[src/rtl/u2u_pkg.sv]
`timescale 1ns / 1ps

package u2u_pkg;

    localparam int QUEUE_DEPTH = 4;

    localparam logic [5:0]  HI_SURR_TAG = 6'b110110;
    localparam logic [5:0]  LO_SURR_TAG = 6'b110111;
    localparam logic [20:0] SUPP_BASE   = 21'h10000;

    localparam logic [1:0] LEN_ONE   = 2'd0;
    localparam logic [1:0] LEN_TWO   = 2'd1;
    localparam logic [1:0] LEN_THREE = 2'd2;
    localparam logic [1:0] LEN_FOUR  = 2'd3;

    typedef struct packed {
        logic        has_second;
        logic [15:0] cp1;
        logic [20:0] cp0;
    } t_job;

    function automatic logic [1:0] enc_last(input logic [20:0] cp);
        logic [1:0] l;
        if (cp < 21'h80) begin
            l = LEN_ONE;
        end else if (cp < 21'h800) begin
            l = LEN_TWO;
        end else if (cp < SUPP_BASE) begin
            l = LEN_THREE;
        end else begin
            l = LEN_FOUR;
        end
        return l;
    endfunction

    function automatic logic [7:0] enc_byte(input logic [20:0] cp, input logic [1:0] idx);
        logic [1:0] l;
        logic [1:0] r;
        logic [7:0] b;
        l = enc_last(cp);
        r = l - idx;
        if (idx == 2'd0) begin
            unique case (l)
                LEN_ONE:   b = cp[7:0];
                LEN_TWO:   b = {3'b110, cp[10:6]};
                LEN_THREE: b = {4'b1110, cp[15:12]};
                default:   b = {5'b11110, cp[20:18]};
            endcase
        end else begin
            unique case (r)
                2'd0:    b = {2'b10, cp[5:0]};
                2'd1:    b = {2'b10, cp[11:6]};
                default: b = {2'b10, cp[17:12]};
            endcase
        end
        return b;
    endfunction

endpackage

[src/rtl/utf16_to_utf8_transcoder_core.sv]
// Flow: a code point completed by an accepted item is written into the job queue, then fetched
// into the back-end job register, then encoded into the output byte register.
// Throughput: one input byte per cycle while the job queue has room; results leave at
// one byte per cycle while pop is held and jobs are queued, set by the single byte encoder in the back end.
// Reset: synchronous active-low; clears pairing, held surrogate, queue and output.
`timescale 1ns / 1ps

module utf16_to_utf8_transcoder_core #(
    parameter int QUEUE_DEPTH = u2u_pkg::QUEUE_DEPTH
) (
    input  logic       i_clk,
    input  logic       i_rst_n,
    input  logic       push,
    output logic       full,
    input  logic [7:0] i_data_byte,
    input  logic       i_end_of_stream,
    output logic       empty,
    input  logic       pop,
    output logic [7:0] o_out_byte,
    output logic       o_last_of_run,
    input  logic       i_cfg_valid,
    output logic       o_cfg_ready,
    input  logic       i_cfg_big_endian
);

    logic          job_push;
    u2u_pkg::t_job front_job;
    logic          q_full;
    logic          q_empty;
    logic          q_pop;
    u2u_pkg::t_job q_job;

    assign full        = q_full;
    assign o_cfg_ready = 1'b1;

    u2u_front u_front (
        .i_clk            (i_clk),
        .i_rst_n          (i_rst_n),
        .i_accept         (push && !q_full),
        .i_data_byte      (i_data_byte),
        .i_end_of_stream  (i_end_of_stream),
        .i_cfg_write      (i_cfg_valid),
        .i_cfg_big_endian (i_cfg_big_endian),
        .o_job_push       (job_push),
        .o_job            (front_job)
    );

    u2u_queue #(
        .DEPTH (QUEUE_DEPTH)
    ) u_queue (
        .i_clk   (i_clk),
        .i_rst_n (i_rst_n),
        .i_push  (job_push),
        .i_job   (front_job),
        .o_full  (q_full),
        .i_pop   (q_pop),
        .o_job   (q_job),
        .o_empty (q_empty)
    );

    u2u_back u_back (
        .i_clk         (i_clk),
        .i_rst_n       (i_rst_n),
        .i_job_empty   (q_empty),
        .i_job         (q_job),
        .o_job_pop     (q_pop),
        .i_pop         (pop),
        .o_empty       (empty),
        .o_out_byte    (o_out_byte),
        .o_last_of_run (o_last_of_run)
    );

endmodule

[src/rtl/u2u_front.sv]
`timescale 1ns / 1ps

module u2u_front (
    input  logic          i_clk,
    input  logic          i_rst_n,
    input  logic          i_accept,
    input  logic [7:0]    i_data_byte,
    input  logic          i_end_of_stream,
    input  logic          i_cfg_write,
    input  logic          i_cfg_big_endian,
    output logic          o_job_push,
    output u2u_pkg::t_job o_job
);

    logic        r_big_endian;
    logic [7:0]  r_first_half;
    logic        r_half_valid;
    logic [15:0] r_held;
    logic        r_held_valid;

    logic [7:0]  n_first_half;
    logic        n_half_valid;
    logic [15:0] n_held;
    logic        n_held_valid;

    logic [15:0] unit;
    logic        is_hi;
    logic        is_lo;

    assign unit  = r_big_endian ? {r_first_half, i_data_byte} : {i_data_byte, r_first_half};
    assign is_hi = (unit[15:10] == u2u_pkg::HI_SURR_TAG);
    assign is_lo = (unit[15:10] == u2u_pkg::LO_SURR_TAG);

    always_comb begin
        n_first_half = r_first_half;
        n_half_valid = r_half_valid;
        n_held       = r_held;
        n_held_valid = r_held_valid;
        o_job_push   = 1'b0;
        o_job        = '0;
        if (i_accept) begin
            if (!r_half_valid) begin
                if (i_end_of_stream) begin
                    // drop odd byte, flush held surrogate
                    o_job_push   = r_held_valid;
                    o_job.cp0    = {5'd0, r_held};
                    n_held_valid = 1'b0;
                end else begin
                    n_first_half = i_data_byte;
                    n_half_valid = 1'b1;
                end
            end else begin
                n_half_valid = 1'b0;
                if (r_held_valid) begin
                    n_held_valid = 1'b0;
                    o_job_push   = 1'b1;
                    if (is_lo) begin
                        o_job.cp0 = u2u_pkg::SUPP_BASE + {1'b0, r_held[9:0], unit[9:0]};
                    end else begin
                        o_job.cp0 = {5'd0, r_held};
                        if (is_hi && !i_end_of_stream) begin
                            n_held       = unit;
                            n_held_valid = 1'b1;
                        end else begin
                            o_job.has_second = 1'b1;
                            o_job.cp1        = unit;
                        end
                    end
                end else if (is_hi && !i_end_of_stream) begin
                    n_held       = unit;
                    n_held_valid = 1'b1;
                end else begin
                    o_job_push = 1'b1;
                    o_job.cp0  = {5'd0, unit};
                end
            end
        end
    end

    always_ff @(posedge i_clk) begin
        if (!i_rst_n) begin
            r_big_endian <= 1'b0;
            r_half_valid <= 1'b0;
            r_held_valid <= 1'b0;
        end else begin
            if (i_cfg_write) begin
                r_big_endian <= i_cfg_big_endian;
            end
            r_half_valid <= n_half_valid;
            r_held_valid <= n_held_valid;
        end
        r_first_half <= n_first_half;
        r_held       <= n_held;
    end

endmodule

[src/rtl/u2u_queue.sv]
`timescale 1ns / 1ps

module u2u_queue #(
    parameter int DEPTH = u2u_pkg::QUEUE_DEPTH
) (
    input  logic          i_clk,
    input  logic          i_rst_n,
    input  logic          i_push,
    input  u2u_pkg::t_job i_job,
    output logic          o_full,
    input  logic          i_pop,
    output u2u_pkg::t_job o_job,
    output logic          o_empty
);

    localparam int PTR_W = (DEPTH > 1) ? $clog2(DEPTH) : 1;
    localparam int CNT_W = $clog2(DEPTH + 1);

    u2u_pkg::t_job r_mem [DEPTH];
    logic [PTR_W-1:0] r_wr_ptr;
    logic [PTR_W-1:0] r_rd_ptr;
    logic [CNT_W-1:0] r_count;

    logic do_push;
    logic do_pop;

    assign o_full  = (r_count == CNT_W'(DEPTH));
    assign o_empty = (r_count == '0);
    assign do_push = i_push && !o_full;
    assign do_pop  = i_pop && !o_empty;
    assign o_job   = r_mem[r_rd_ptr];

    always_ff @(posedge i_clk) begin
        if (!i_rst_n) begin
            r_wr_ptr <= '0;
            r_rd_ptr <= '0;
            r_count  <= '0;
        end else begin
            if (do_push) begin
                r_wr_ptr <= (r_wr_ptr == PTR_W'(DEPTH - 1)) ? '0 : r_wr_ptr + 1'b1;
            end
            if (do_pop) begin
                r_rd_ptr <= (r_rd_ptr == PTR_W'(DEPTH - 1)) ? '0 : r_rd_ptr + 1'b1;
            end
            if (do_push && !do_pop) begin
                r_count <= r_count + 1'b1;
            end else if (do_pop && !do_push) begin
                r_count <= r_count - 1'b1;
            end
        end
        if (do_push) begin
            r_mem[r_wr_ptr] <= i_job;
        end
    end

endmodule

[src/rtl/u2u_back.sv]
`timescale 1ns / 1ps

module u2u_back (
    input  logic          i_clk,
    input  logic          i_rst_n,
    input  logic          i_job_empty,
    input  u2u_pkg::t_job i_job,
    output logic          o_job_pop,
    input  logic          i_pop,
    output logic          o_empty,
    output logic [7:0]    o_out_byte,
    output logic          o_last_of_run
);

    u2u_pkg::t_job r_job;
    logic          r_job_valid;
    logic          r_sel;
    logic [1:0]    r_idx;
    logic          r_out_valid;
    logic [7:0]    r_out_byte;
    logic          r_out_last;

    logic [20:0] cur_cp;
    logic [1:0]  cur_last;
    logic        last_in_cp;
    logic        job_end;
    logic        load;
    logic        fetch;

    assign cur_cp     = r_sel ? {5'd0, r_job.cp1} : r_job.cp0;
    assign cur_last   = u2u_pkg::enc_last(cur_cp);
    assign last_in_cp = (r_idx == cur_last);
    assign job_end    = last_in_cp && (r_sel || !r_job.has_second);
    assign load       = r_job_valid && (!r_out_valid || i_pop);
    assign fetch      = !i_job_empty && (!r_job_valid || (load && job_end));
    assign o_job_pop  = fetch;

    assign o_empty       = !r_out_valid;
    assign o_out_byte    = r_out_byte;
    assign o_last_of_run = r_out_last;

    always_ff @(posedge i_clk) begin
        if (!i_rst_n) begin
            r_job_valid <= 1'b0;
            r_sel       <= 1'b0;
            r_idx       <= '0;
            r_out_valid <= 1'b0;
        end else begin
            if (fetch) begin
                r_job_valid <= 1'b1;
                r_sel       <= 1'b0;
                r_idx       <= '0;
            end else if (load) begin
                if (job_end) begin
                    r_job_valid <= 1'b0;
                end else if (last_in_cp) begin
                    r_sel <= 1'b1;
                    r_idx <= '0;
                end else begin
                    r_idx <= r_idx + 1'b1;
                end
            end
            if (load) begin
                r_out_valid <= 1'b1;
            end else if (i_pop) begin
                r_out_valid <= 1'b0;
            end
        end
        if (fetch) begin
            r_job <= i_job;
        end
        if (load) begin
            r_out_byte <= u2u_pkg::enc_byte(cur_cp, r_idx);
            r_out_last <= job_end;
        end
    end

endmodule

[config.mk]
export PLATFORM = sky130hd
export DESIGN_NAME = utf16_to_utf8_transcoder_core
export DESIGN_NICKNAME = d
export VERILOG_FILES = /design/src/rtl/u2u_pkg.sv /design/src/rtl/utf16_to_utf8_transcoder_core.sv /design/src/rtl/u2u_front.sv /design/src/rtl/u2u_queue.sv /design/src/rtl/u2u_back.sv
export SDC_FILE = /design/constraint.sdc
export NUM_CORES = 1
export LEC_CHECK = 0
export BUFFER_PORTS_ARGS = -buffer_cell sky130_fd_sc_hd__buf_2
export CAP_MARGIN = 20
export CORE_MARGIN = 2
export CORE_UTILIZATION = 53
export DETAILED_ROUTE_END_ITERATION = 8
export GPL_TIMING_DRIVEN = 0
export PLACE_DENSITY = 0.69
export SETUP_SLACK_MARGIN = 0.5
export SYNTH_ARGS = -nofsm -noshare
export SYNTH_HDL_FRONTEND = slang
export SYNTH_SLANG_ARGS = --single-unit
[constraint.sdc]
create_clock -name i_clk -period 6.4 [get_ports i_clk]
set_clock_uncertainty 0.15 [all_clocks]
set_input_delay 0.64 -clock i_clk [delete_from_list [all_inputs] [get_ports i_clk]]
set_output_delay 0.64 -clock i_clk [all_outputs]
set_load 0.1 [all_outputs]
==> impl_results.md, run 1 <==
* Critical path depth at 20
* Ant. Diodes at 0
* Net Sw Power at about 1.3 mW
* Hold Crit Class: in2reg
* CP Data Arrival Time at 5.29 ns
* Core ar. at 0.0188 sq mm
* Top cells by area, synth: edfxtp_1 (65%), mux4_2 (9.0%), dfxtp_1 (2.9%)
* GP Congestion at between 0.9 and 1
* Synth Warn # at 0
* Fillers at between 1000 and 1500
* Synthesis-to-layout area growth at 13.7%
* Layout cell share with drive strength beyond 1 at 25.2%
* Clock slew at reported path FFs at ~0.06 ns
* Std cell rows at 50
* Fin Setup TNS at 0 ns
* Mapped Cells at slightly above 600
* RSZ-0062 raised after global routing: false
* Final WS setup at ~1.4 ns
* CTS tree: built
* R2R cell count at 20
* Initial antenna violation count at 0
* Pre-CTS setup slack at 1.41 ns
* Final setup fails at 0
* Multi-input gate area at approximately 0.003 sq mm
* Resized Gates After CTS at 0
* Max clock buf depth at 3
* # clock sinks at 238
* Largest net degree at the start of global routing at 41
* Worst path slowest cell: clkbuf_1
* Worst setup startpoint: u_back.r_sel$_SDFFE_PP0P_
* RR Startpoint: u_back.r_sel$_SDFFE_PP0P_
* Critical path class: reg2reg
* H-tree Lvls at 1
* Vias per inst at ~6.0
* Cell area after synthesis at ~0.010 sq mm
* Starting density of the core at ~54%
* All-Layer GR Usage at a little over a fifth
* Hold Path Origin: i_data_byte[1]
* Postcts setup bufs at 0
* Max-slew violations at 0
* Synth area leader: edfxtp_1
* Status: finished clean
* Yosys cell types at between 70 and 80
* Main flop type after synthesis: edfxtp_1
* Hold Worst Slack at around 0.18 ns
* Normalized max-slew margin at between 40% and 50%
* Syn Nets at 640
* MaxCap Viol Count at 0
* Residual DRC at 0
* Worst VDD drop at around 0.19 mV
* Worst slew pin tran at 0.862 ns
* Syn_area_per_cell at between 15 and 20 sq um
* Wirelength per Cell at 21.9 microns
* 1st-pass router iterations at 5
* Die X at around 140 microns
* Setup crit start kind: flip-flop
* I/O Pins at 27
* Worst Path Buf+Inv at 7
* Minimum clock period after layout at 5.01 ns
* Combinational share of power at between 20% and 30%
* Crit path top cell by count: inv_1
* Via Count at approximately 5700
* Cell Pwr Density at about 390 mW/mm^2
* Endpoints failing hold at 0
* Yosys top cell area share at 65.4%
* NumNets Final at 700
* Most numerous cell in the Yosys netlist: edfxtp_1
* Critical path peak fanout at 10
* Clock root buffer: clkbuf_16
* Clk Latency, worst-skew pair at roughly 0.5 ns
* Post-route ant nets at 0
* IO Port Bufs at 25
* Critical path capture point type: flip-flop
* Clock power share at about 31%
* Final Cycle Share at a little under 80%
* Initial DRC Count at roughly 420
* Hold Buf Count CTS at 0
* Leakage power at 3.72 nW
* Post-synth ARST share at 0%
* Die ar. at 0.0204 sq mm
* Hold path depth at 1
* EDFF count, synth at ~220
* Synth top cells by count: edfxtp_1 (223), mux4_2 (41), nor2_1 (40)
* Seq/Total Area, Yosys at between 60 and 70%
* Reg area at 0.00700 sq mm
* GRT overflow at 0
* Synthesized flop and latch total at between 200 and 250
* Cell family with the largest share of critical-path delay: simple AND/OR/NAND/NOR gates
* First-pass GRT wire length at roughly 33 mm
* TritonCTS buffer count at 26
* WP data required at around 6.7 ns
* Fmax at 200 MHz
* Die Height at 143 microns
* Register share of total power at 45.5%
* Worst-path cell chain: buf_4 -> buf_2 -> buf_2 -> mux2_2 -> nor4_1 -> nor2_1 -> nor2_1 -> ha_1 -> clkbuf_1 -> inv_1 -> nor3b_1 -> nand4_1 -> nand3_2 -> inv_1 -> ha_1 -> inv_1 -> fa_1 -> xor2_1 -> or3_1 -> a21oi_1
* CP peak stage delay at between 0.4 and 0.5 ns
* Routed wire length at approximately 21 mm
* Vias in the first global route at around 5700
* Sw frac at 29.6%
* Int Power at between 3 and 4 mW
* Post-DP HPWL at ~15 mm
[final cells by class]
cell class,instances,share of cell area (%)
multi-input combinational,318,25.9
inverter,26,0.839
buffer,29,1.16
sequential,238,60.1
clock buffer,30,5.90
clock inverter,18,1.23
timing repair buffer,32,2.04
tap,260,2.80
[final timing paths]
| check | to | slack (ns) |
|---|---|---|
| max | u_queue.r_count[2]$_SDFFE_PN0P_ | 1.39 |
| min | u_front.r_first_half[1]$_DFFE_PP_ | 0.18 |
| max reg2reg | u_queue.r_count[2]$_SDFFE_PN0P_ | 1.39 |
| min reg2reg | u_back.r_out_valid$_SDFFE_PN0P_ | 0.36 |
[stage by stage]
| stage | std cells | utilization (%) | instance area [sq um] | power, mW |
|---|---|---|---|---|
| after global routing | 951 | 61.8 | 11600 | 4.72 |
| after floorplan | 611 | - | 10200 | 2.84 |
| after global placement | 896 | 56.7 | 10700 | 3.10 |
| final | 951 | 61.8 | 11600 | 4.53 |
| after CTS | 950 | 61.8 | 11600 | 4.56 |
| after detailed placement | 902 | 57.4 | 10800 | 3.14 |
[routing by layer]
| metal | track usage (%) | share of wire, % |
|---|---|---|
| met1 | 28.0 | 42 |
| met3 | 4.12 | 5.9 |
| met4 | 6.46 | 2.4 |
| met2 | 35.9 | 50 |
| met5 | 0 | 0 |
[power by group through the flow]
stage | clock network (mW) | registers, mW | logic (mW)
final | 1.42 | 2.07 | 1.05
after global routing | 1.51 | 2.08 | 1.13
after CTS | 1.44 | 2.07 | 1.05
after detailed placement | 0 | 2.10 | 1.05
after global placement | 0 | 2.10 | 1.00
after floorplan | 0 | 2.19 | 0.649
[state kept, by name, indices dropped and copies added, names as in the netlist]
name and flops:
u_back.r_job_valid 1, u_queue.r_mem 152, u_front.r_first_half 8, u_front.r_half_valid 1, u_back.r_sel 1, u_back.o_out_byte 8
u_back.r_job 38, u_back.o_last_of_run 1, u_queue.r_count 3, u_queue.r_wr_ptr 2, u_front.r_held_valid 1, u_back.r_idx 2
u_back.r_out_valid 1, u_front.r_big_endian 1, u_front.r_held 16, u_queue.r_rd_ptr 2
[kinds of logic after synthesis]
kind of cell | Yosys count | share of synthesized area [%]
buffers and inverters | 55 | 2.27
adders and majority gates | 14 | 1.79
and+or+nand+nor | 134 | 7.31
muxes | 78 | 13.0
DFF | 238 | 68.4
AOI/OAI and AO/OA | 87 | 6.83
other | 1 | 0.0366
xor gates and xnor gates | 4 | 0.342
[layout by cell type (no fill, tap or decap), types with 7 or more instances in the layout]
| cell type | instances |
|---|---|
| nor3_1 | 16 |
| clkinv_1 | 9 |
| mux2_2 | 26 |
| o21ai_0 | 7 |
| a32o_1 | 8 |
| nand2_1 | 10 |
| nor2b_1 | 12 |
| edfxtp_1 | 223 |
| a21oi_1 | 12 |
| or3_1 | 7 |
| clkbuf_16 | 27 |
| mux4_2 | 41 |
| mux2i_1 | 9 |
| nand2b_1 | 8 |
| dfxtp_1 | 15 |
| clkbuf_1 | 18 |
| buf_2 | 35 |
| ha_1 | 13 |
| nor2_1 | 40 |
| inv_1 | 23 |
(Power assumes the default switching activity.)
==> inputs of run 2 (changes only) <==
Clock period 6.4 ns to 5 ns, I/O delays scaled along.
==> run 2 against run 1 <==
Net effect:
- count of clock-buffer cells in the layout increased by 1
- via count increased by 2.1%
- sequential share of layout area increased by 0.29 points
- clock power increased by 14%
- register-to-register slack got worse by 0.69 ns
- sequential power increased by 28%
- first-iteration DRC count increased by 35%
- die area unchanged
- critical path type unchanged
- largest cell class unchanged
==> impl_results.md, run 2 (synthesis results as in run 1) <==
* Critical path capture point type: flip-flop (unchanged)
* Hold Path Origin: i_data_byte[6] (was i_data_byte[1])
* CP Data Arrival Time at 4.57 ns (was 5.29 ns)
* Setup crit start kind: flip-flop (unchanged)
* # clock sinks at 238 (unchanged)
* Minimum clock period after layout at 4.30 ns (was 5.01 ns)
* Final Cycle Share at 85.9% (was 78.3%)
* Layout cell share with drive strength beyond 1 at 25.7% (was 25.2%)
* Via Count at 5778 (was 5660)
* Design Power at 5.62 mW (was 4.53 mW)
* Fillers at 1369 (was 1317)
* Worst Path Buf+Inv at 7 (unchanged)
* Post-DP HPWL at 14.7 mm (about the same)
* Final setup fails at 0 (unchanged)
* MaxCap Viol Count at 0 (unchanged)
* Clock power share at 28.7% (was 31.3%)
* Worst setup startpoint: u_back.r_sel$_SDFFE_PP0P_ (unchanged)
* Die Height at 143 microns (unchanged)
* WP data required at 5.27 ns (was 6.68 ns)
* Max reg flops at 152 (unchanged)
* Post-route ant nets at 0 (unchanged)
* Worst path slowest cell: mux2_2 (was clkbuf_1)
* Worst VDD drop at 0.308 mV (was 0.186 mV)
* Ant. Diodes at 0 (unchanged)
* All-Layer GR Usage at 21.6% (was 21.2%)
* TritonCTS buffer count at 25 (was 26)
* GP Congestion at 0.934 (was 0.941)
* Wirelength per Cell at 22.5 microns (was 21.9 microns)
* Critical path class: reg2reg (unchanged)
* Critical path peak fanout at 10 (unchanged)
* Initial antenna violation count at 0 (unchanged)
* Leakage power at 3.72 nW (about the same)
* Routed wire length at 21.3 mm (was 20.8 mm)
* I/O Pins at 27 (unchanged)
* Int Power at 3.93 mW (was 3.19 mW)
* CP peak stage delay at 0.38 ns (was 0.47 ns)
* Initial DRC Count at 562 (was 417)
* Die X at 143 microns (unchanged)
* Starting density of the core at 54.3% (unchanged)
* Vias per inst at 6.08 (was 5.95)
* Hold Crit Class: in2reg (unchanged)
* NumNets Final at 704 (was 700)
* Residual DRC at 0 (unchanged)
* Multi-input gate area at 0.00305 sq mm (was 0.00301 sq mm)
* Clock slew at reported path FFs at 0.06 ns (about the same)
* Largest net degree at the start of global routing at 34 (was 41)
* Synthesis-to-layout area growth at 13.2% (was 13.7%)
* Core ar. at 0.0188 sq mm (unchanged)
* IO Port Bufs at 25 (unchanged)
* RR Startpoint: u_back.r_sel$_SDFFE_PP0P_ (unchanged)
* Most common cell after layout, fill and taps aside: edfxtp_1 (unchanged)
* Most flops, register: u_queue.r_mem (unchanged)
* Reg area at 0.00700 sq mm (unchanged)
* Biggest regs: u_queue.r_mem x152, u_back.r_job x38, u_front.r_held x16 (unchanged)
* Max clock buf depth at 3 (unchanged)
* Normalized max-slew margin at 44.0% (was 42.4%)
* Worst-path cell chain: buf_4 -> buf_6 -> buf_4 -> mux2_2 -> nor4_1 -> nor2_1 -> nor2_2 -> ha_1 -> buf_2 -> inv_2 -> nor3b_2 -> nand4_1 -> nand3_4 -> inv_1 -> ha_1 -> inv_1 -> fa_1 -> xor2_1 -> or3_1 -> a21oi_1 (was buf_4 -> buf_2 -> buf_2 -> mux2_2 -> nor4_1 -> nor2_1 -> nor2_1 -> ha_1 -> clkbuf_1 -> inv_1 -> nor3b_1 -> nand4_1 -> nand3_2 -> inv_1 -> ha_1 -> inv_1 -> fa_1 -> xor2_1 -> or3_1 -> a21oi_1)
* Register share of total power at 47.0% (was 45.5%)
* Endpoints failing hold at 0 (unchanged)
* GRT overflow at 0 (unchanged)
* Cell Pwr Density at 486 mW/mm^2 (was 390 mW/mm^2)
* Dpl cell area at 0.0108 sq mm (about the same)
* Clk Latency, worst-skew pair at 0.50 ns (was 0.51 ns)
* H-tree Lvls at 1 (unchanged)
* First-pass GRT wire length at 33.2 mm (was 32.7 mm)
* Net Sw Power at 1.70 mW (was 1.34 mW)
* Fin Setup TNS at 0 ns (unchanged)
* Worst slew pin tran at 0.837 ns (was 0.862 ns)
* Combinational share of power at 24.3% (was 23.2%)
* Hold Buf Count CTS at 0 (unchanged)
* Sw frac at 30.2% (was 29.6%)
* Die ar. at 0.0204 sq mm (unchanged)
* RSZ-0062 raised after global routing: false (unchanged)
* Status: finished clean (unchanged)
* Most frequent cells in the layout: edfxtp_1 (223), mux4_2 (41), nor2_1 (39) (was edfxtp_1 (223), mux4_2 (41), nor2_1 (40))
* Vias in the first global route at 5857 (was 5709)
* Clock root buffer: clkbuf_16 (unchanged)
* Max-slew violations at 0 (unchanged)
* 1st-pass router iterations at 7 (was 5)
* Cell family with the largest share of critical-path delay: simple AND/OR/NAND/NOR gates (unchanged)
* CTS tree: built (unchanged)
* Std cell rows at 50 (unchanged)
* Post-route cell area at 0.0116 sq mm (about the same)
* Fmax at 233 MHz (was 200 MHz)
==> run 2: changes by cell type in the layout (fill, tap and decap cells not counted), moves of 2 or more <==
cell / change
buf_4: +4
buf_6: +2
bufinv_16: -2
clkbuf_16: -2
clkinvlp_4: -4
nor3b_1: -2
nor3b_2: +2
==> run 2: cell type report <==
| class | instances | area share (%) |
|---|---|---|
| buffer | 29 | 1.25 |
| tap | 260 | 2.81 |
| multi-input combinational | 320 | 26.4 |
| sequential | 238 | 60.4 |
| clock inverter | 11 | 0.454 |
| timing repair buffer | 35 | 2.17 |
| inverter | 26 | 0.843 |
| clock buffer | 31 | 5.68 |
==> run 2: per-stage QoR <==
stage	cells	util (%)	hold WS [ns]	worst slack (ns)
after floorplan	611	-	0.321	0.612
after global placement	896	56.8	0.346	-0.267
after detailed placement	901	57.3	0.350	-0.452
after CTS	949	61.4	0.0404	0.581
after global routing	950	61.5	0.0496	0.526
final	950	61.5	0.0541	0.703
==> run 2: what timing repair did <==
item | 4_1_cts | 5_1_grt
resized for setup | 4 | 4
setup buffers | 4 | 0
cloned | 2 | 0
setup endpoints to repair | 43 | 2
pin swaps | 4 | 0
==> run 2: path summary, 6_finish.rpt <==
kind	slack (ns)	end	cells after the start
setup reg to reg	0.70	u_queue.r_count[2]$_SDFFE_PN0P_	20
hold reg to reg	0.36	u_back.r_out_valid$_SDFFE_PN0P_	2
setup / recovery	0.70	u_queue.r_count[2]$_SDFFE_PN0P_	20
hold / removal	0.05	u_front.r_first_half[6]$_DFFE_PP_	1
==> run 2: power by group through the flow <==
stage,clock network (mW),registers (mW),logic [mW]
after floorplan,0,2.80,0.838
after global placement,0,2.67,1.29
after detailed placement,0,2.68,1.33
after CTS,1.64,2.64,1.37
after global routing,1.71,2.67,1.47
final,1.62,2.64,1.37
==> run 2: metal layers <==
metal,part of all wire [%],GRT usage [%],vias to the layer above
li1,-,-,2588
met2,50,36.5,233
met3,5.6,3.19,51
met5,0,0,-
met1,42,29.0,2906
met4,3.3,7.61,0
==> run 2: worst reg2reg max path, stage by stage (launching register included) <==
cell and delay, ns:
dfxtp_1 0.31, buf_4 0.19, buf_6 0.18, buf_4 0.21, mux2_2 0.38, nor4_1 0.23
nor2_1 0.09, nor2_2 0.17, ha_1 0.27, buf_2 0.22, inv_2 0.13, nor3b_2 0.07
nand4_1 0.17, nand3_4 0.09, inv_1 0.07, ha_1 0.17, inv_1 0.06, fa_1 0.37
xor2_1 0.18, or3_1 0.33, a21oi_1 0.18
